$ cat config.mk
export PLATFORM = sky130hd
export DESIGN_NAME = script_lexer_top
export DESIGN_NICKNAME = d
export VERILOG_FILES = /design/src/hw/rtl/slex_pkg.sv /design/src/hw/rtl/script_lexer_top.sv /design/src/hw/rtl/slex_scan.sv /design/src/hw/rtl/slex_queue.sv /design/src/hw/rtl/slex_emit.sv
export SDC_FILE = /design/constraint.sdc
export NUM_CORES = 1
export LEC_CHECK = 0
export ABC_AREA = 1
export BUFFER_PORTS_ARGS = -buffer_cell sky130_fd_sc_hd__buf_2
export CAP_MARGIN = 20
export CORE_ASPECT_RATIO = 1.4
export CORE_MARGIN = 3
export CORE_UTILIZATION = 30
export DETAILED_ROUTE_END_ITERATION = 16
export MAX_ROUTING_LAYER = met4
export PLACE_DENSITY_LB_ADDON = 0.1
export SYNTH_ARGS = -nofsm -noshare
export SYNTH_HDL_FRONTEND = slang
export SYNTH_SLANG_ARGS = --single-unit
$ cat constraint.sdc
create_clock -name clock -period 12.5 [get_ports clock]
set_input_delay 3.125 -clock clock [delete_from_list [all_inputs] [get_ports clock]]
set_output_delay 3.125 -clock clock [all_outputs]
set_load 0.02 [all_outputs]
$ cat src/hw/rtl/slex_pkg.sv
// ----------------------------------------------------------------------------
// slex_pkg
// Types and constants shared by the script lexer modules.
// ----------------------------------------------------------------------------
package slex_pkg;

   localparam int unsigned MaxTextBytes = 65536;
   localparam int unsigned PosW = $clog2(MaxTextBytes) + 1;

   typedef struct packed {
      logic [7:0] text_byte;
      logic       final_byte;
   } req_type;

   typedef struct packed {
      logic [4:0]  token_kind;
      logic [15:0] token_offset;
      logic [16:0] token_length;
      logic [2:0]  error_code;
      logic        end_of_text;
      logic        run_last;
   } rsp_type;

   typedef enum logic [3:0] {
      M_IDLE, M_EQ, M_SPACES, M_NEWLINES, M_STRING, M_FIELD, M_TEXT,
      M_NUMBER, M_COMMENT, M_DRAIN
   } mode_type;

   localparam logic [4:0] K_EQUAL    = 5'd8;
   localparam logic [4:0] K_ASSIGN   = 5'd9;
   localparam logic [4:0] K_KEYWORD0 = 5'd10;
   localparam logic [4:0] K_SPACES   = 5'd16;
   localparam logic [4:0] K_NEWLINES = 5'd17;
   localparam logic [4:0] K_STRING   = 5'd18;
   localparam logic [4:0] K_FIELD    = 5'd19;
   localparam logic [4:0] K_TEXT     = 5'd20;
   localparam logic [4:0] K_NUMBER   = 5'd21;
   localparam logic [4:0] K_COMMENT  = 5'd22;

   localparam logic [2:0] E_OK       = 3'd0;
   localparam logic [2:0] E_BAD_CHAR = 3'd1;
   localparam logic [2:0] E_UNPRINT  = 3'd2;
   localparam logic [2:0] E_NO_SPACE = 3'd3;
   localparam logic [2:0] E_NO_TEXT  = 3'd4;
   localparam logic [2:0] E_TRAILING = 3'd5;
   localparam logic [2:0] E_TOO_LONG = 3'd6;

   // up to two results per request
   typedef struct packed {
      logic    two;
      rsp_type first;
      rsp_type second;
   } pair_type;

   function automatic logic [4:0] punct_kind(input logic [7:0] c);
      case (c)
         8'h28:   punct_kind = 5'd0;
         8'h29:   punct_kind = 5'd1;
         8'h7b:   punct_kind = 5'd2;
         8'h7d:   punct_kind = 5'd3;
         8'h2b:   punct_kind = 5'd4;
         8'h2d:   punct_kind = 5'd5;
         8'h2c:   punct_kind = 5'd6;
         default: punct_kind = 5'd7;
      endcase
   endfunction

   function automatic logic is_punct(input logic [7:0] c);
      is_punct = (c == 8'h28) || (c == 8'h29) || (c == 8'h7b) || (c == 8'h7d) ||
                 (c == 8'h2b) || (c == 8'h2d) || (c == 8'h2c) || (c == 8'h3a);
   endfunction

   function automatic logic is_alpha(input logic [7:0] c);
      is_alpha = (c >= 8'h61 && c <= 8'h7a) || (c >= 8'h41 && c <= 8'h5a);
   endfunction

   function automatic logic is_digit(input logic [7:0] c);
      is_digit = c >= 8'h30 && c <= 8'h39;
   endfunction

   function automatic logic is_word(input logic [7:0] c);
      is_word = is_alpha(c) || is_digit(c) || c == 8'h5f || c == 8'h2e;
   endfunction

   // keyword letter at index k, zero past the end
   function automatic logic [7:0] kw_char(input logic [2:0] w, input logic [3:0] k);
      logic [63:0] s;
      logic [2:0]  kk;
      s = 64'd0;
      case (w)
         3'd0:    s = {"if", 48'd0};
         3'd1:    s = {"else", 32'd0};
         3'd2:    s = {"loop", 32'd0};
         3'd3:    s = {"break", 24'd0};
         3'd4:    s = {"return", 16'd0};
         default: s = "continue";
      endcase
      kk = k[2:0];
      kw_char = k[3] ? 8'd0 : s[63 - 8*kk -: 8];
   endfunction

   function automatic logic [3:0] kw_len(input logic [2:0] w);
      case (w)
         3'd0:    kw_len = 4'd2;
         3'd1:    kw_len = 4'd4;
         3'd2:    kw_len = 4'd4;
         3'd3:    kw_len = 4'd5;
         3'd4:    kw_len = 4'd6;
         default: kw_len = 4'd8;
      endcase
   endfunction

endpackage

$ cat src/hw/rtl/script_lexer_top.sv
// ----------------------------------------------------------------------------
// script_lexer_top
// Script text lexer: one byte per request, token results out.
// ----------------------------------------------------------------------------
// channel  direction  payload                 handshake
// req      in         slex_pkg::req_type      req_valid / req_ready
// rsp      out        slex_pkg::rsp_type      rsp_valid / rsp_ready
//
// one request per cycle while the queue has room; the scanner state updates in the accepting cycle
// the first result is registered in the queue, then offered once the pairs ahead of it are sent
// a request yielding two results sends them in turn, each as the rsp port takes it
// a four-pair queue lets the scanner run ahead while rsp stalls
// reset is synchronous, clears the scanner and queue; no clearing pass
module script_lexer_top (
   input  logic              clock,
   input  logic              reset,
   input  logic              req_valid,
   output logic              req_ready,
   input  slex_pkg::req_type req,
   output logic              rsp_valid,
   input  logic              rsp_ready,
   output slex_pkg::rsp_type rsp
);

   slex_pkg::pair_type sc_pair, q_pair;
   logic sc_valid, q_room, q_valid, q_pop, take;

   assign req_ready = q_room;
   assign take      = req_valid && req_ready;

   slex_scan u_scan (
      .clock(clock), .reset(reset), .take(take), .req(req),
      .pair(sc_pair), .pair_valid(sc_valid)
   );

   slex_queue u_queue (
      .clock(clock), .reset(reset), .push(sc_valid), .push_data(sc_pair),
      .room(q_room), .pop_valid(q_valid), .pop_data(q_pair), .pop(q_pop)
   );

   slex_emit u_emit (
      .clock(clock), .reset(reset), .pair_valid(q_valid), .pair(q_pair),
      .pair_pop(q_pop), .rsp_valid(rsp_valid), .rsp_ready(rsp_ready), .rsp(rsp)
   );

endmodule

$ cat src/hw/rtl/slex_scan.sv
// ----------------------------------------------------------------------------
// slex_scan
// Front end: classifies each request byte and builds the token results.
// ----------------------------------------------------------------------------
module slex_scan (
   input  logic               clock,
   input  logic               reset,
   input  logic               take,
   input  slex_pkg::req_type  req,
   output slex_pkg::pair_type pair,
   output logic               pair_valid
);

   localparam int unsigned PW = slex_pkg::PosW;

   slex_pkg::mode_type mode_ff, mode_in;
   logic [PW-1:0] begin_ff, begin_in;
   logic [PW-1:0] pos_ff, pos_in;
   logic [5:0]    cand_ff, cand_in;
   logic [1:0]    chk_ff, chk_in;
   logic [7:0]    prev_ff, prev_in;

   slex_pkg::rsp_type r0, r1;
   logic [1:0] nres;
   logic       ended;

   logic [PW-1:0] tlen;
   logic [7:0]    c;

   always_ff @(posedge clock) begin
      if (reset) begin
         mode_ff  <= slex_pkg::M_IDLE;
         begin_ff <= '0;
         pos_ff   <= '0;
         cand_ff  <= '0;
         chk_ff   <= '0;
         prev_ff  <= '0;
      end else if (take) begin
         mode_ff  <= mode_in;
         begin_ff <= begin_in;
         pos_ff   <= pos_in;
         cand_ff  <= cand_in;
         chk_ff   <= chk_in;
         prev_ff  <= prev_in;
      end
   end

   function automatic slex_pkg::rsp_type mk(input logic [4:0] k, input logic [PW-1:0] off,
                                            input logic [PW-1:0] len, input logic [2:0] e);
      slex_pkg::rsp_type r;
      r.token_kind   = k;
      r.token_offset = (off > PW'(16'hffff)) ? 16'hffff : off[15:0];
      r.token_length = (len > PW'(17'h1ffff)) ? 17'h1ffff : 17'(len);
      r.error_code   = e;
      r.end_of_text  = 1'b0;
      r.run_last     = 1'b0;
      return r;
   endfunction

   always_comb begin
      slex_pkg::rsp_type cr;
      logic    cl_has, cl_err, do_close, do_start, st_has, st_err, nsp, fed_err;
      logic [4:0] kwk;
      logic [3:0] tl4;
      mode_type_dummy: begin end
      c = req.text_byte;
      tlen = pos_ff - begin_ff;
      tl4 = (tlen > PW'(15)) ? 4'd15 : tlen[3:0];
      mode_in  = mode_ff;
      begin_in = begin_ff;
      pos_in   = pos_ff;
      cand_in  = cand_ff;
      chk_in   = chk_ff;
      prev_in  = prev_ff;
      r0 = '0;
      r1 = '0;
      nres = 2'd0;
      ended = 1'b0;
      cl_has = 1'b0; cl_err = 1'b0; cr = '0;
      do_close = 1'b0; do_start = 1'b0; st_has = 1'b0; st_err = 1'b0;
      fed_err = 1'b0;
      nsp = 1'b0;
      kwk = slex_pkg::K_TEXT;
      pair = '0;

      // close result for the open token (ending before pos_ff)
      for (int i = 0; i < 6; i++)
         if (cand_ff[i] && slex_pkg::kw_len(3'(i)) == tl4 && tlen < PW'(9))
            kwk = slex_pkg::K_KEYWORD0 + 5'(i);

      if (mode_ff == slex_pkg::M_DRAIN) begin
         if (req.final_byte) begin
            mode_in = slex_pkg::M_IDLE; begin_in = '0; pos_in = '0;
            cand_in = '0; chk_in = '0; prev_in = '0;
         end
      end else begin
         nsp = (c == 8'h20) && (c != 8'd0);
         // close-token evaluation (nsp only applies for feed path)
         unique case (mode_ff)
            slex_pkg::M_EQ:       begin cl_has = 1'b1;
               cr = mk(slex_pkg::K_ASSIGN, begin_ff, PW'(1), slex_pkg::E_OK); end
            slex_pkg::M_SPACES:   begin cl_has = 1'b1;
               cr = mk(slex_pkg::K_SPACES, begin_ff, tlen, slex_pkg::E_OK); end
            slex_pkg::M_NEWLINES: begin cl_has = 1'b1;
               cr = mk(slex_pkg::K_NEWLINES, begin_ff, tlen, slex_pkg::E_OK); end
            slex_pkg::M_STRING:   begin cl_has = 1'b1;
               cr = mk(slex_pkg::K_STRING, begin_ff, tlen, slex_pkg::E_OK); end
            slex_pkg::M_FIELD:    begin cl_has = 1'b1;
               cr = mk(slex_pkg::K_FIELD, begin_ff, tlen, slex_pkg::E_OK); end
            slex_pkg::M_NUMBER:   begin cl_has = 1'b1;
               cr = mk(slex_pkg::K_NUMBER, begin_ff, tlen, slex_pkg::E_OK); end
            slex_pkg::M_TEXT:     begin cl_has = 1'b1;
               cr = mk(nsp ? kwk : slex_pkg::K_TEXT, begin_ff, tlen, slex_pkg::E_OK); end
            slex_pkg::M_COMMENT:  begin
               cl_has = 1'b1; cl_err = 1'b1;
               if (tlen < PW'(2) || !chk_ff[0])
                  cr = mk(5'd0, begin_ff + PW'(1), '0, slex_pkg::E_NO_SPACE);
               else if (tlen < PW'(3) || !chk_ff[1])
                  cr = mk(5'd0, begin_ff + PW'(2), '0, slex_pkg::E_NO_TEXT);
               else if (prev_ff == 8'h20)
                  cr = mk(5'd0, pos_ff - PW'(1), '0, slex_pkg::E_TRAILING);
               else begin
                  cl_err = 1'b0;
                  cr = mk(slex_pkg::K_COMMENT, begin_ff, tlen, slex_pkg::E_OK);
               end
            end
            default: ;
         endcase

         if (c == 8'd0) begin
            // end of text: text-kind closes never see a following space
            if (mode_ff == slex_pkg::M_TEXT)
               cr = mk(slex_pkg::K_TEXT, begin_ff, tlen, slex_pkg::E_OK);
            if (cl_has) begin r0 = cr; nres = 2'd1; end
            ended = 1'b1;
         end else if (pos_ff >= PW'(slex_pkg::MaxTextBytes)) begin
            r0 = mk(5'd0, pos_ff, '0, slex_pkg::E_TOO_LONG);
            nres = 2'd1;
            ended = 1'b1;
         end else begin
            // feed
            unique case (mode_ff)
               slex_pkg::M_EQ: begin
                  if (c == 8'h3d) begin
                     r0 = mk(slex_pkg::K_EQUAL, begin_ff, PW'(2), slex_pkg::E_OK);
                     nres = 2'd1; mode_in = slex_pkg::M_IDLE;
                  end else do_close = 1'b1;
               end
               slex_pkg::M_SPACES:   do_close = (c != 8'h20);
               slex_pkg::M_NEWLINES: do_close = (c != 8'h0a);
               slex_pkg::M_STRING: begin
                  if (c == 8'h22) begin
                     r0 = mk(slex_pkg::K_STRING, begin_ff, tlen + PW'(1), slex_pkg::E_OK);
                     nres = 2'd1; mode_in = slex_pkg::M_IDLE;
                  end
               end
               slex_pkg::M_FIELD:  do_close = !slex_pkg::is_word(c);
               slex_pkg::M_NUMBER: do_close = !(slex_pkg::is_digit(c) || c == 8'h2e);
               slex_pkg::M_TEXT: begin
                  if (slex_pkg::is_word(c)) begin
                     for (int i = 0; i < 6; i++)
                        if (tlen >= PW'(slex_pkg::kw_len(3'(i))) ||
                            slex_pkg::kw_char(3'(i), tl4) != c)
                           cand_in[i] = 1'b0;
                  end else do_close = 1'b1;
               end
               slex_pkg::M_COMMENT: begin
                  if (c >= 8'h20 && c <= 8'h7e) begin
                     if (tlen == PW'(1) && c == 8'h20) chk_in[0] = 1'b1;
                     if (tlen == PW'(2) && c != 8'h20) chk_in[1] = 1'b1;
                  end else if (c != 8'h0a) begin
                     r0 = mk(5'd0, pos_ff, '0, slex_pkg::E_UNPRINT);
                     nres = 2'd1; fed_err = 1'b1;
                  end else do_close = 1'b1;
               end
               default: do_start = 1'b1;
            endcase

            if (do_close) begin
               mode_in = slex_pkg::M_IDLE;
               if (cl_has) begin r0 = cr; nres = 2'd1; end
               if (cl_err) fed_err = 1'b1;
               else do_start = 1'b1;
            end

            if (do_start) begin
               begin_in = pos_ff;
               st_has = 1'b0;
               st_err = 1'b0;
               if (slex_pkg::is_punct(c)) begin
                  st_has = 1'b1;
                  cr = mk(slex_pkg::punct_kind(c), pos_ff, PW'(1), slex_pkg::E_OK);
                  mode_in = slex_pkg::M_IDLE;
               end else if (c == 8'h3d) mode_in = slex_pkg::M_EQ;
               else if (c == 8'h20) mode_in = slex_pkg::M_SPACES;
               else if (c == 8'h0a) mode_in = slex_pkg::M_NEWLINES;
               else if (c == 8'h22) mode_in = slex_pkg::M_STRING;
               else if (c == 8'h2e) mode_in = slex_pkg::M_FIELD;
               else if (c == 8'h3b) begin
                  mode_in = slex_pkg::M_COMMENT; chk_in = '0;
               end else if (slex_pkg::is_alpha(c) || c == 8'h5f) begin
                  mode_in = slex_pkg::M_TEXT;
                  for (int i = 0; i < 6; i++)
                     cand_in[i] = (slex_pkg::kw_char(3'(i), 4'd0) == c);
               end else if (slex_pkg::is_digit(c)) mode_in = slex_pkg::M_NUMBER;
               else begin
                  st_has = 1'b1; st_err = 1'b1;
                  cr = mk(5'd0, pos_ff, '0, slex_pkg::E_BAD_CHAR);
                  mode_in = slex_pkg::M_IDLE;
               end
               if (st_has) begin
                  if (nres == 2'd0) r0 = cr; else r1 = cr;
                  nres = nres + 2'd1;
               end
               if (st_err) fed_err = 1'b1;
            end

            prev_in = c;
            pos_in = pos_ff + PW'(1);

            if (fed_err) ended = 1'b1;
            else if (req.final_byte) begin
               // close whatever is open after this byte, at pos+1
               ended = 1'b1;
               unique case (mode_in)
                  slex_pkg::M_EQ: cr = mk(slex_pkg::K_ASSIGN, begin_in, PW'(1), slex_pkg::E_OK);
                  slex_pkg::M_SPACES: cr = mk(slex_pkg::K_SPACES, begin_in,
                                              pos_in - begin_in, slex_pkg::E_OK);
                  slex_pkg::M_NEWLINES: cr = mk(slex_pkg::K_NEWLINES, begin_in,
                                                pos_in - begin_in, slex_pkg::E_OK);
                  slex_pkg::M_STRING: cr = mk(slex_pkg::K_STRING, begin_in,
                                              pos_in - begin_in, slex_pkg::E_OK);
                  slex_pkg::M_FIELD: cr = mk(slex_pkg::K_FIELD, begin_in,
                                             pos_in - begin_in, slex_pkg::E_OK);
                  slex_pkg::M_NUMBER: cr = mk(slex_pkg::K_NUMBER, begin_in,
                                              pos_in - begin_in, slex_pkg::E_OK);
                  slex_pkg::M_TEXT: cr = mk(slex_pkg::K_TEXT, begin_in,
                                            pos_in - begin_in, slex_pkg::E_OK);
                  slex_pkg::M_COMMENT: begin
                     if (pos_in - begin_in < PW'(2) || !chk_in[0])
                        cr = mk(5'd0, begin_in + PW'(1), '0, slex_pkg::E_NO_SPACE);
                     else if (pos_in - begin_in < PW'(3) || !chk_in[1])
                        cr = mk(5'd0, begin_in + PW'(2), '0, slex_pkg::E_NO_TEXT);
                     else if (c == 8'h20)
                        cr = mk(5'd0, pos_ff, '0, slex_pkg::E_TRAILING);
                     else
                        cr = mk(slex_pkg::K_COMMENT, begin_in,
                                pos_in - begin_in, slex_pkg::E_OK);
                  end
                  default: cr = '0;
               endcase
               if (mode_in != slex_pkg::M_IDLE) begin
                  if (nres == 2'd0) r0 = cr; else r1 = cr;
                  nres = nres + 2'd1;
               end
            end
         end

         if (ended && nres == 2'd0) begin
            r0 = mk(5'd0, pos_in, '0, slex_pkg::E_OK);
            nres = 2'd1;
         end
         if (nres == 2'd2) begin
            r1.run_last = 1'b1; r1.end_of_text = ended;
         end else begin
            r0.run_last = 1'b1; r0.end_of_text = ended;
         end
         if (ended) begin
            if (req.final_byte) begin
               mode_in = slex_pkg::M_IDLE; begin_in = '0; pos_in = '0;
               cand_in = '0; chk_in = '0; prev_in = '0;
            end else mode_in = slex_pkg::M_DRAIN;
         end
      end
      pair.two    = (nres == 2'd2);
      pair.first  = r0;
      pair.second = r1;
   end

   assign pair_valid = take && (nres != 2'd0);

   assert property (@(posedge clock) disable iff (reset)
      (take && mode_ff == slex_pkg::M_DRAIN) |-> !pair_valid)
      else $error("result produced while draining");
   assert property (@(posedge clock) disable iff (reset)
      (take && !req.final_byte && pair_valid && (pair.two ? pair.second.end_of_text
                                                        : pair.first.end_of_text))
      |=> mode_ff == slex_pkg::M_DRAIN)
      else $error("no drain after end");
   assert property (@(posedge clock) disable iff (reset)
      pos_ff <= PW'(slex_pkg::MaxTextBytes))
      else $error("position ran past limit");

endmodule

$ cat src/hw/rtl/slex_queue.sv
// ----------------------------------------------------------------------------
// slex_queue
// Small queue of result pairs between scanner and output stage.
// ----------------------------------------------------------------------------
module slex_queue (
   input  logic               clock,
   input  logic               reset,
   input  logic               push,
   input  slex_pkg::pair_type push_data,
   output logic               room,
   output logic               pop_valid,
   output slex_pkg::pair_type pop_data,
   input  logic               pop
);

   slex_pkg::pair_type slot_ff [4];
   logic [1:0] wr_ff, rd_ff;
   logic [2:0] cnt_ff;

   // push lands at the accepting edge, so one free slot is enough
   assign room      = cnt_ff != 3'd4;
   assign pop_valid = cnt_ff != 3'd0;
   assign pop_data  = slot_ff[rd_ff];

   always_ff @(posedge clock) begin
      if (push) slot_ff[wr_ff] <= push_data;
   end

   always_ff @(posedge clock) begin
      if (reset) begin
         wr_ff <= '0; rd_ff <= '0; cnt_ff <= '0;
      end else begin
         if (push) wr_ff <= wr_ff + 2'd1;
         if (pop && pop_valid) rd_ff <= rd_ff + 2'd1;
         cnt_ff <= cnt_ff + 3'(push) - 3'(pop && pop_valid);
      end
   end

   assert property (@(posedge clock) disable iff (reset) push |-> cnt_ff != 3'd4)
      else $error("queue overflow");

endmodule

$ cat src/hw/rtl/slex_emit.sv
// ----------------------------------------------------------------------------
// slex_emit
// Back end: sends the one or two results of each queued pair in order.
// ----------------------------------------------------------------------------
module slex_emit (
   input  logic               clock,
   input  logic               reset,
   input  logic               pair_valid,
   input  slex_pkg::pair_type pair,
   output logic               pair_pop,
   output logic               rsp_valid,
   input  logic               rsp_ready,
   output slex_pkg::rsp_type  rsp
);

   logic sec_ff, sec_in;

   assign rsp_valid = pair_valid;
   assign rsp       = sec_ff ? pair.second : pair.first;
   assign pair_pop  = rsp_valid && rsp_ready && (sec_ff || !pair.two);

   always_comb begin
      sec_in = sec_ff;
      if (rsp_valid && rsp_ready) sec_in = !sec_ff && pair.two;
   end

   always_ff @(posedge clock) begin
      if (reset) sec_ff <= 1'b0;
      else sec_ff <= sec_in;
   end

   assert property (@(posedge clock) disable iff (reset) sec_ff |-> pair_valid && pair.two)
      else $error("second half without a pair");

endmodule

## Yosys cells after proc, flatten, opt, wreduce, memory -nomap -nowiden

Memories as Yosys holds them, arrays and structs flattened. A register that Yosys moved wholly into a read port is not among the register bits.
Index checks and enable logic that the tools add are counted.

- Input bits: 13
- Memory bits (writable): 348
- Flip-flop bits (word level): 62
- Memories kept: 1
- Output and inout port bits: 45

- Reductions and logical operators: 69
- Add/subtract/negate cells: 16
- Eq/ne operators: 60
- Magnitude comparators: 32
- Muxes and demuxes: 380
- Shift-type cells: 6

Memory list:

| memory | words | bits a word | read ports | clocked after memory_dff | write ports | line | RTL |
|---|---|---|---|---|---|---|---|
| u_queue.slot_ff | 4 | 87 | 1 | 1 | 1 | slex_queue.sv:16 | `slex_pkg::pair_type slot_ff [4];` |

Operators with widths:

| cell | count |
|---|---|
| 2-to-1 mux 64 bit | 102 |
| 2-to-1 mux 43 bit | 47 |
| one-hot mux 43 bit (8 select lines) | 2 |
| indexed part select 71 x 33 -> 8 bit | 6 |
| 2-to-1 mux 17 bit | 19 |
| 2-to-1 mux 4 bit | 47 |
| greater-than comparator 17 x 16 -> 1 bit, second input constant | 9 |
| 2-to-1 mux 16 bit | 9 |
| one-hot mux 43 bit (3 select lines) | 1 |
| 2-to-1 mux 6 bit | 17 |
| equality test 8 x 6 -> 1 bit, second input constant | 12 |
| 2-to-1 mux 8 bit | 12 |
| 2-to-1 mux 2 bit | 43 |
| greater-or-equal comparator 17 x 4 -> 1 bit | 5 |
| adder 17 x 1 -> 17 bit, second input constant | 4 |
| < comparator 17 x 2 -> 1 bit, second input constant | 4 |
| 2-to-1 mux 1 bit | 67 |
| greater-than comparator 17 bit, second input constant | 3 |
| equality test 8 bit | 6 |
| inequality test 8 bit | 6 |
| 2-to-1 mux 42 bit | 1 |
| 2-to-1 mux 38 bit | 1 |
| 2-to-1 mux 5 bit | 7 |
| adder 17 x 2 -> 17 bit, second input constant | 2 |
| other kinds (47) | 131 |

## Logic depth before layout (Yosys ltp)

Gate-level depths: netlist (run 1).

- Word-level depth: 40
- Gate-level depth with buffers: 55
- Mapped depth without buffers: 52

## Hierarchy

A second synthesis (run 1) with hierarchy kept.

- Cells, all modules: 3773
- Area total of the unflattened synthesis: 28339.7 um2

By module, submodules not included:

| module | area each (um2) | times used | cells an instance | seq. area each (um2) |
|---|---|---|---|---|
| slex_scan | 14328.7 | 1 | 2722 | 1081.0 |
| slex_queue | 13369.1 | 1 | 902 | 10630.2 |
| slex_emit | 634.4 | 1 | 147 | 20.0 |
| script_lexer_top | 7.5 | 1 | 2 | 0.0 |

## Worst setup path after synthesis (run 1)

No wires, ideal clock.

- Path kind: input to register
- Start point: input port req[5] in the netlist's numbering
- End point: memory u_queue.slot_ff[0][0] in the netlist's numbering (enable)
- Path buffers: 1
- Required time: 11966 ps
- Stages: 26
- Arrival: 9603 ps
- Setup slack: 2364 ps
- Library setup time: 534 ps
- Path through: buf_2 -> nor3_2 -> inv_2 -> nor2_1 -> inv_2 -> nand3_1 -> o211ai_1 -> a21oi_1 -> nand3_2 -> nand2_2 -> nand2_4 -> nand2_4 -> inv_2 -> o21ai_1 -> o31ai_4 -> nor2_1 -> inv_2 -> nor2_2 -> inv_2 -> nor2_2 -> nor2_2 -> xnor2_1 -> o22ai_1 -> nand3_1 -> nand2_1 -> nor2_1

- Word-level cells in the longest chain between the ends: 37
- Elaborated cells between the ends (all ways): 139
- Those cells by class: add/sub (2); order compare (8); eq/ne (17); mux (87); reduce/logical (25)

RTL lines:

| item | line | RTL |
|---|---|---|
| from (decl) | script_lexer_top.sv:19 | `input slex_pkg::req_type req,` |
| greater-or-equal comparator 8 x 7 -> 1 bit or less-or-equal comparator 8 x 7 -> 1 bit (tied branches) | slex_pkg.sv:74 | `is_alpha = (c >= 8'h61 && c <= 8'h7a) \|\| (c >= 8'h41 && c <= 8'h5a);` |
| logical AND 1 bit | slex_pkg.sv:74 |  |
| logical OR 1 bit | slex_pkg.sv:74 |  |
| logical OR 1 bit (on tied branches) | slex_pkg.sv:82, slex_scan.sv:201 |  |
| logical OR 1 bit or 2-to-1 mux 1 bit (tied branches) | slex_pkg.sv:82, slex_scan.sv:201 |  |
| logical OR 1 bit or 2-to-1 mux 1 bit (tied branches) | slex_pkg.sv:82, slex_scan.sv:199 |  |
| 2-to-1 mux 1 bit (tied with other cells) | slex_scan.sv:160 | `if (slex_pkg::is_word(c)) begin` |
| one-hot mux 1 bit (7 select lines) or 2-to-1 mux 1 bit (tied branches) | slex_scan.sv:142, slex_scan.sv:197 |  |
| [... 20 more ...] | - |  |
| zero test 2 bit | slex_scan.sv:259 | `if (ended && nres == 2'd0) begin` |
| logical AND 1 bit | slex_scan.sv:259 |  |
| 2-to-1 mux 2 bit * | slex_scan.sv:259 |  |
| 2-to-1 mux 2 bit * (2 in series) | slex_scan.sv:91 | `if (mode_ff == slex_pkg::M_DRAIN) begin` |
| nonzero test 2 bit * | slex_scan.sv:280 | `assign pair_valid = take && (nres != 2'd0);` |
| logical AND 1 bit * | slex_scan.sv:280 |  |
| 2-to-1 mux 1 bit * | slex_queue.sv:26 | `if (push) slot_ff[wr_ff] <= push_data;` |
| 2-to-1 mux 1 bit (not written as such) * | slex_queue.sv:26 |  |
| to (decl) | slex_queue.sv:16 |  |

Mark *: on every way between the ends. The rest lies on a longest branch, timed or not. The select of a mux whose other input is x is not followed.

==> summary.txt, run 1 <==
Clock tree
  • Setup bufs post-CTS: 0
  • Clock slew at reported path FFs: 0.06 ns
  • Clock Sinks: 412
  • Clk root buf: clkbuf_16
  • CTS tree: done
  • # H-tree levels: 2
  • Later-pin clock latency in the skew report: 0.61 ns
  • Clock tree buffer depth: 3
  • CTS resizes: 0
  • TritonCTS buffer count: 44
  • Hold_buf cts: 0

Logic synthesis
  • Synth Warn #: 0
  • Most frequent cells after synthesis: nand2_1 (751), nor2_1 (606), o21ai_0 (387)
  • Largest area contributor in the netlist: edfxtp_1
  • Post-Syn Area: 28200 sq um
  • Gate Count Post-Synth: 3798
  • Async SR Flop Fraction: 0%
  • Mapped Nets: 3881
  • Yosys top cell area share: 37.1%
  • Synth cell types: 65
  • Synth Area per Inst: 7.42 sq um
  • Number of synthesized flops with an enable pin: 348
  • Sequential area share after synthesis: 41.6%
  • Register bit count reported by yosys: 412
  • Area contributors post-synth: edfxtp_1 (37%), nand2_1 (10%), nor2_1 (8.1%)
  • Cell with the most instances after synthesis: nand2_1
  • Most used DFF post-synth: edfxtp_1

Place
  • IO Port Bufs: 57
  • RePlAce Congestion: 1.02
  • Dpl cells: 4923
  • HPWL after DPL: 91900 microns
  • Area of placed instances: 29700 sq um

Global route
  • Pin count of the biggest net entering global routing: 153
  • Vias in the first global route: 26200
  • Gr ovfl total: 0
  • Initial antenna violation count: 1
  • Total track usage: 25.0%
  • Global-route wire length before repair: 178000 microns

Min path
  • Hold Path Stages: 2
  • Min-Delay Startpoint: u_queue.rd_ff[1]
  • Worst min path class: register to register

Floorplanning
  • Core area: 92800 sq um
  • Starting Density: 30.4%
  • DIE HEIGHT: 369 microns
  • Io pins: 58
  • Die width: 265 microns
  • Core Rows: 132
  • Die Footprint: 97700 sq um

Final layout
  • Area Overhead vs Synth: 10.6%
  • Area of the multi-input gates: 14100 sq um
  • Final net count: 3846
  • # diodes: 0
  • Fraction of layout instances using a drive strength above 1: 8.64%
  • Finished Layout Cells: 5004
  • Register area: 11700 sq um
  • FILL cells: 10100
  • Final Cell Area: 31200 sq um
  • Final core utilization: 33.6%

STA
  • Final setup vio count: 0
  • Setup TNS: 0 ns
  • RSZ-0062 raised after global routing: no
  • Fmax: 99.9 MHz
  • Slew Limit Headroom: 20.5%
  • Fin. max-slew vios: 0
  • Fin crit period: 10.01 ns
  • Hold Vio Cnt, Final: 0
  • Worst-Margin Slew: 1.18 ns
  • Worst Skew: 0.0398 ns
  • Period utilization: 80.0%

Detailed routing
  • Highest Signal Layer: met4
  • M1 WL: 50800 microns
  • Routed vias: 26900
  • DRC violations left: 0
  • Routed wl met3: 5320 microns
  • Met2 wire length: 58100 microns
  • Post-Route WL: 122000 microns
  • Initial drt markers: 2290
  • Vias per cell: 5.37
  • Antenna Nets Post-Route: 0
  • Routed len/inst: 24.3 microns
  • Pre-Repair DR Iteration Count: 6

Critical path
  • Startpoint Class: input port
  • Terminus of the critical flop-to-flop path: u_queue.slot_ff[1][18]
  • Crit. End Element: register
  • Critical path fanouts, max: 30
  • Crit path DAT: 10.29 ns
  • Crit-path slowest cell: o311ai_1
  • Reg-to-Reg Start: u_scan.pos_ff[0]
  • CP Class: input port to register
  • R2R cell count: 45
  • Critical path required time: 12.79 ns
  • CP peak stage delay: 0.56 ns
  • R2R Setup Slk: 3.49 ns

Run status
  • Status: finished clean

Run
  • Max-cap viol count: 0

Power
  • Net load switching power: 2.31 mW
  • P_leak: 12.6 nW
  • Switch share: 42.3%
  • VDD IR-drop max: 0.158 mV
  • Comb pwr share: 41.0%
  • Clock share of power: 24.6%
  • Pint: 3.15 mW
  • Cell Pwr Density: 175 nW/um^2
  • Register share of total power: 34.4%
## metrics by stage
stage / power [mW] / hold WS [ns] / setup WS (ns)
after global placement: 4.16 / 0.451 / 2.15
final: 5.45 / 0.472 / 2.49
after global routing: 5.77 / 0.499 / 1.73
after CTS: 5.51 / 0.475 / 2.61
after floorplan: 3.31 / 0.436 / 2.36
after detailed placement: 4.15 / 0.455 / 1.99
## routing by layer
metal  up-vias  track usage (%)
met5         -                -
met4         0             12.9
met3       281             2.48
met2       878             41.8
met1     13000             30.1
li1      12800                -
## power by group through the flow
stage,sequential [mW],combinational [mW],clock [mW]
2_1_floorplan,1.90,1.41,0
3_3_place_gp,1.91,2.26,0
3_5_place_dp,1.91,2.24,0
4_1_cts,1.88,2.25,1.38
5_1_grt,1.89,2.45,1.43
6_report,1.87,2.23,1.34
## logic make-up after synthesis
logic type,synth area share [%]
XOR/XNOR,2.67
buffers and inverters,8.50
AND/OR/NAND/NOR,26.7
adder cells (fa/ha/maj),3.19
flip-flops,41.6
multiplexers,0.213
AO/OA/AOI/OAI,17.1
## flip-flops by register name, summed over array words and instances (netlist names), named ones only
signal and count:
u_emit.sec_ff 1, u_queue.cnt_ff 3, u_queue.rd_ff 2, u_queue.slot_ff 348
u_queue.wr_ff 2, u_scan.begin_ff 17, u_scan.cand_ff 6, u_scan.chk_ff 2
u_scan.mode_ff 4, u_scan.pos_ff 17, u_scan.prev_ff 8
## area by class of cell
class	count	area share, %
multi-input combinational	2778	45.3
sequential	412	37.7
timing repair buffer	115	2.51
clock buffer	54	3.82
tap	1206	4.84
inverter	412	4.98
clock inverter	27	0.875
## worst max-delay path by stage
stage / start / to / slack (ns) / cells after the start
floorplan: req[5] / u_queue.slot_ff[0][0] / 2.36 / 26
global placement: req[8] / u_queue.slot_ff[0][8] / 2.15 / 43
detailed placement: req[5] / u_queue.slot_ff[0][8] / 1.99 / 39
CTS: req[5] / u_queue.slot_ff[1][8] / 2.61 / 39
global route: req[5] / u_queue.slot_ff[3][12] / 1.73 / 39
finish: req[5] / u_queue.slot_ff[1][18] / 2.49 / 39
## worst max-delay path, delay by kind of cell
family / cells / cell delay (ns)
compound gates: 8 / 1.88
buf+inv: 5 / 1.25
fa+ha+maj: 1 / 0.34
simple gates: 24 / 3.38
xor+xnor: 1 / 0.27
## placed cells by master, fill, tap and decap left out, types with 30 or more instances in the layout
cell       Yosys  routed
buf_4          3      53
a31oi_1       56      56
buf_2         22      57
xor2_1        76      76
ha_1          67      67
nor3_1        56      56
inv_1        381     379
o21ai_0      387     386
edfxtp_1     348     348
o22ai_1       82      82
nand4_1       39      39
nand2_1      751     751
dfxtp_1       64      62
clkbuf_16      0      46
a21oi_1      172     172
o21ai_1       30      30
nand3_1      188     188
nor2_1       606     596
nand2_2       42      42
No activity file was read; power rests on OpenSTA's default activity.
==> inputs of run 2 (changes only) <==
Clock period 12.5 ns to 9.9 ns, I/O delays scaled along.
==> run 2 against run 1 <==
  * Sequential share of layout area shrank 0.20 points
  * Wire length grew 1.2%
  * Die area is the same
  * Largest cell class unchanged
  * Register-to-register slack lost 2.4 ns
==> summary.txt, run 2 (synthesis gave the netlist of run 1 again) <==
Detailed routing
  • Initial drt markers: 2301 (+0.48%)
  • Pre-Repair DR Iteration Count: 8 (+2)
  • Vias per cell: 5.37 (about the same)
  • Post-Route WL: 123000 microns (+1.2%)
  • Routed len/inst: 24.5 microns (+0.80%)
  • DRC violations left: 0 (unchanged)
  • Routed vias: 27000 (+0.44%)
  • Antenna Nets Post-Route: 0 (unchanged)

STA
  • Worst Skew: 0.0372 ns (-0.00266 ns)
  • Final setup vio count: 0 (unchanged)
  • Hold Vio Cnt, Final: 0 (unchanged)
  • Hold Worst Slack: 0.459 ns (-0.0133 ns)
  • Final worst setup slack: 0.934 ns (-1.56 ns)
  • Fin. max-slew vios: 0 (unchanged)
  • Slew Limit Headroom: 30.6% (+10 points)
  • Fin crit period: 8.97 ns
  • Period utilization: 90.6%
  • Worst-Margin Slew: 1.04 ns (-0.143 ns)
  • Fmax: 112 MHz
  • Setup TNS: 0 ns (unchanged)
  • RSZ-0062 raised after global routing: no

Global route
  • Global-route wire length before repair: 180000 microns (+1.3%)
  • Vias in the first global route: 26300 (+0.67%)
  • Initial antenna violation count: 0 (-1)
  • Pin count of the biggest net entering global routing: 92 (-40%)
  • Gr ovfl total: 0 (unchanged)
  • Total track usage: 25.4% (+0.34 points)

Run
  • Max-cap viol count: 0 (unchanged)

Power
  • VDD IR-drop max: 0.126 mV (-20%)
  • Clock share of power: 24.3% (-0.3 points)
  • Net load switching power: 2.95 mW (+28%)
  • Switch share: 42.7% (+0.41 points)
  • P_leak: 12.7 nW (+0.81%)
  • Pint: 3.96 mW (+26%)
  • Register share of total power: 34.3% (about the same)
  • Cell Pwr Density: 220 nW/um^2 (+26%)
  • Comb pwr share: 41.3% (+0.3 points)

Final layout
  • # diodes: 0 (unchanged)
  • Most frequent cells in the layout: nand2_1 (751), nor2_1 (596), o21ai_0 (386)
  • Largest Register: u_queue.slot_ff
  • Area Overhead vs Synth: 11.2%
  • Final net count: 3869 (+0.60%)
  • Most common cell after layout, fill and taps aside: nand2_1
  • Max FFs per register: 348 (unchanged)
  • Largest regs: u_queue.slot_ff: 348 flops, u_scan.begin_ff: 17 flops, u_scan.pos_ff: 17 flops
  • Fraction of layout instances using a drive strength above 1: 9.16% (+0.53 points)
  • FILL cells: 10100 (+0.040%)

Critical path
  • Buf/Inv on CP: 5 (unchanged)
  • CP Class: input port to register
  • Critical path required time: 10.20 ns (-2.59 ns)
  • Crit path DAT: 9.26 ns (-1.03 ns)
  • Crit-path slowest cell: o311ai_1
  • Critical path fanouts, max: 19 (-37%)
  • CP top delay family: simple AND/OR/NAND/NOR gates
  • Startpoint Class: input port
  • CP peak stage delay: 0.54 ns (-0.02 ns)
  • CP Depth: 39 (unchanged)
  • R2R cell count: 44 (-2.2%)
  • Top cell by count, worst path: nor2_1
  • Crit. End Element: register

Floorplanning
  • Io pins: 58 (unchanged)
  • DIE HEIGHT: 369 microns (unchanged)
  • Die width: 265 microns (unchanged)
  • Core Rows: 132 (unchanged)
  • Core area: 92800 sq um (unchanged)
  • Starting Density: 30.4% (unchanged)
  • Die Footprint: 97700 sq um (unchanged)

Clock tree
  • Clock slew at reported path FFs: 0.06 ns (about the same)
  • Hold_buf cts: 0 (unchanged)
  • Setup bufs post-CTS: 0 (unchanged)
  • Clock Sinks: 412 (unchanged)
  • CTS tree: done
  • Clock tree buffer depth: 3 (unchanged)
  • TritonCTS buffer count: 44 (unchanged)
  • # H-tree levels: 2 (unchanged)
  • Clk root buf: clkbuf_16
  • CTS resizes: 0 (unchanged)
  • Later-pin clock latency in the skew report: 0.62 ns (about the same)

Place
  • HPWL after DPL: 93000 microns (+1.2%)
  • IO Port Bufs: 57 (unchanged)
  • Place WS: 0.490 ns (-1.50 ns)
  • RePlAce Congestion: 1.02 (+0.14%)

Min path
  • Hold Path Stages: 2 (unchanged)
  • Worst min path class: register to register

Run status
  • Status: finished clean
-- run 2: changes by cell type in the layout (fill, tap and decap cells not counted), sizes merged --
cell      before  now
bufinv         4    3
clkinv        28   27
clkbuf        54   53
clkinvlp       2    3
inv          405  406
buf          115  138
-- run 2: path summary, 6_finish.rpt --
path / start / endpoint / slack [ns]
max: req[5] / u_queue.slot_ff[0][14] / 0.93
min: u_queue.rd_ff[1] / register / 0.46
max reg2reg: u_scan.begin_ff[7] / u_queue.slot_ff[0][14] / 1.05
min reg2reg: u_queue.rd_ff[1] / register / 0.46
-- run 2: through the flow --
step	area [sq um]	util (%)	total power, mW	std cells
after floorplan	28200	-	4.17	3798
after CTS	31300	33.8	6.96	5026
after global placement	29900	32.2	5.29	4945
after global routing	31300	33.8	7.30	5026
final	31300	33.8	6.90	5026
after detailed placement	29900	32.2	5.27	4946
-- run 2: per-layer routing --
layer | global-route usage (%) | vias up | routed length, microns
li1 | - | 12800 | -
met1 | 30.0 | 13000 | 50600
met2 | 43.2 | 854 | 60100
met3 | 2.75 | 295 | 5690
met4 | 12.2 | 0 | 6810
met5 | - | - | 0
-- run 2: worst min-delay path, cell delays in order, from the launching register on --
cell and delay, ns:
dfxtp_1 0.30, inv_1 0.06, a21oi_1 0.07
-- run 2: layout make-up --
| type | count | area, sq um | area share (%) |
|---|---|---|---|
| Tap cell | 1206 | 1510 | 4.81 |
| Multi-Input combinational cell | 2778 | 14100 | 45.1 |
| Clock inverter | 27 | 253 | 0.806 |
| Timing Repair Buffer | 138 | 985 | 3.14 |
| Clock buffer | 53 | 1180 | 3.75 |
| Inverter | 412 | 1550 | 4.95 |
| Sequential cell | 412 | 11700 | 37.5 |
-- run 2: power groups by stage --
stage,clock (mW),combinational [mW],sequential (mW)
floorplan,0,1.77,2.40
global placement,0,2.89,2.41
detailed placement,0,2.86,2.41
CTS,1.72,2.87,2.37
global route,1.79,3.12,2.39
finish,1.68,2.85,2.37
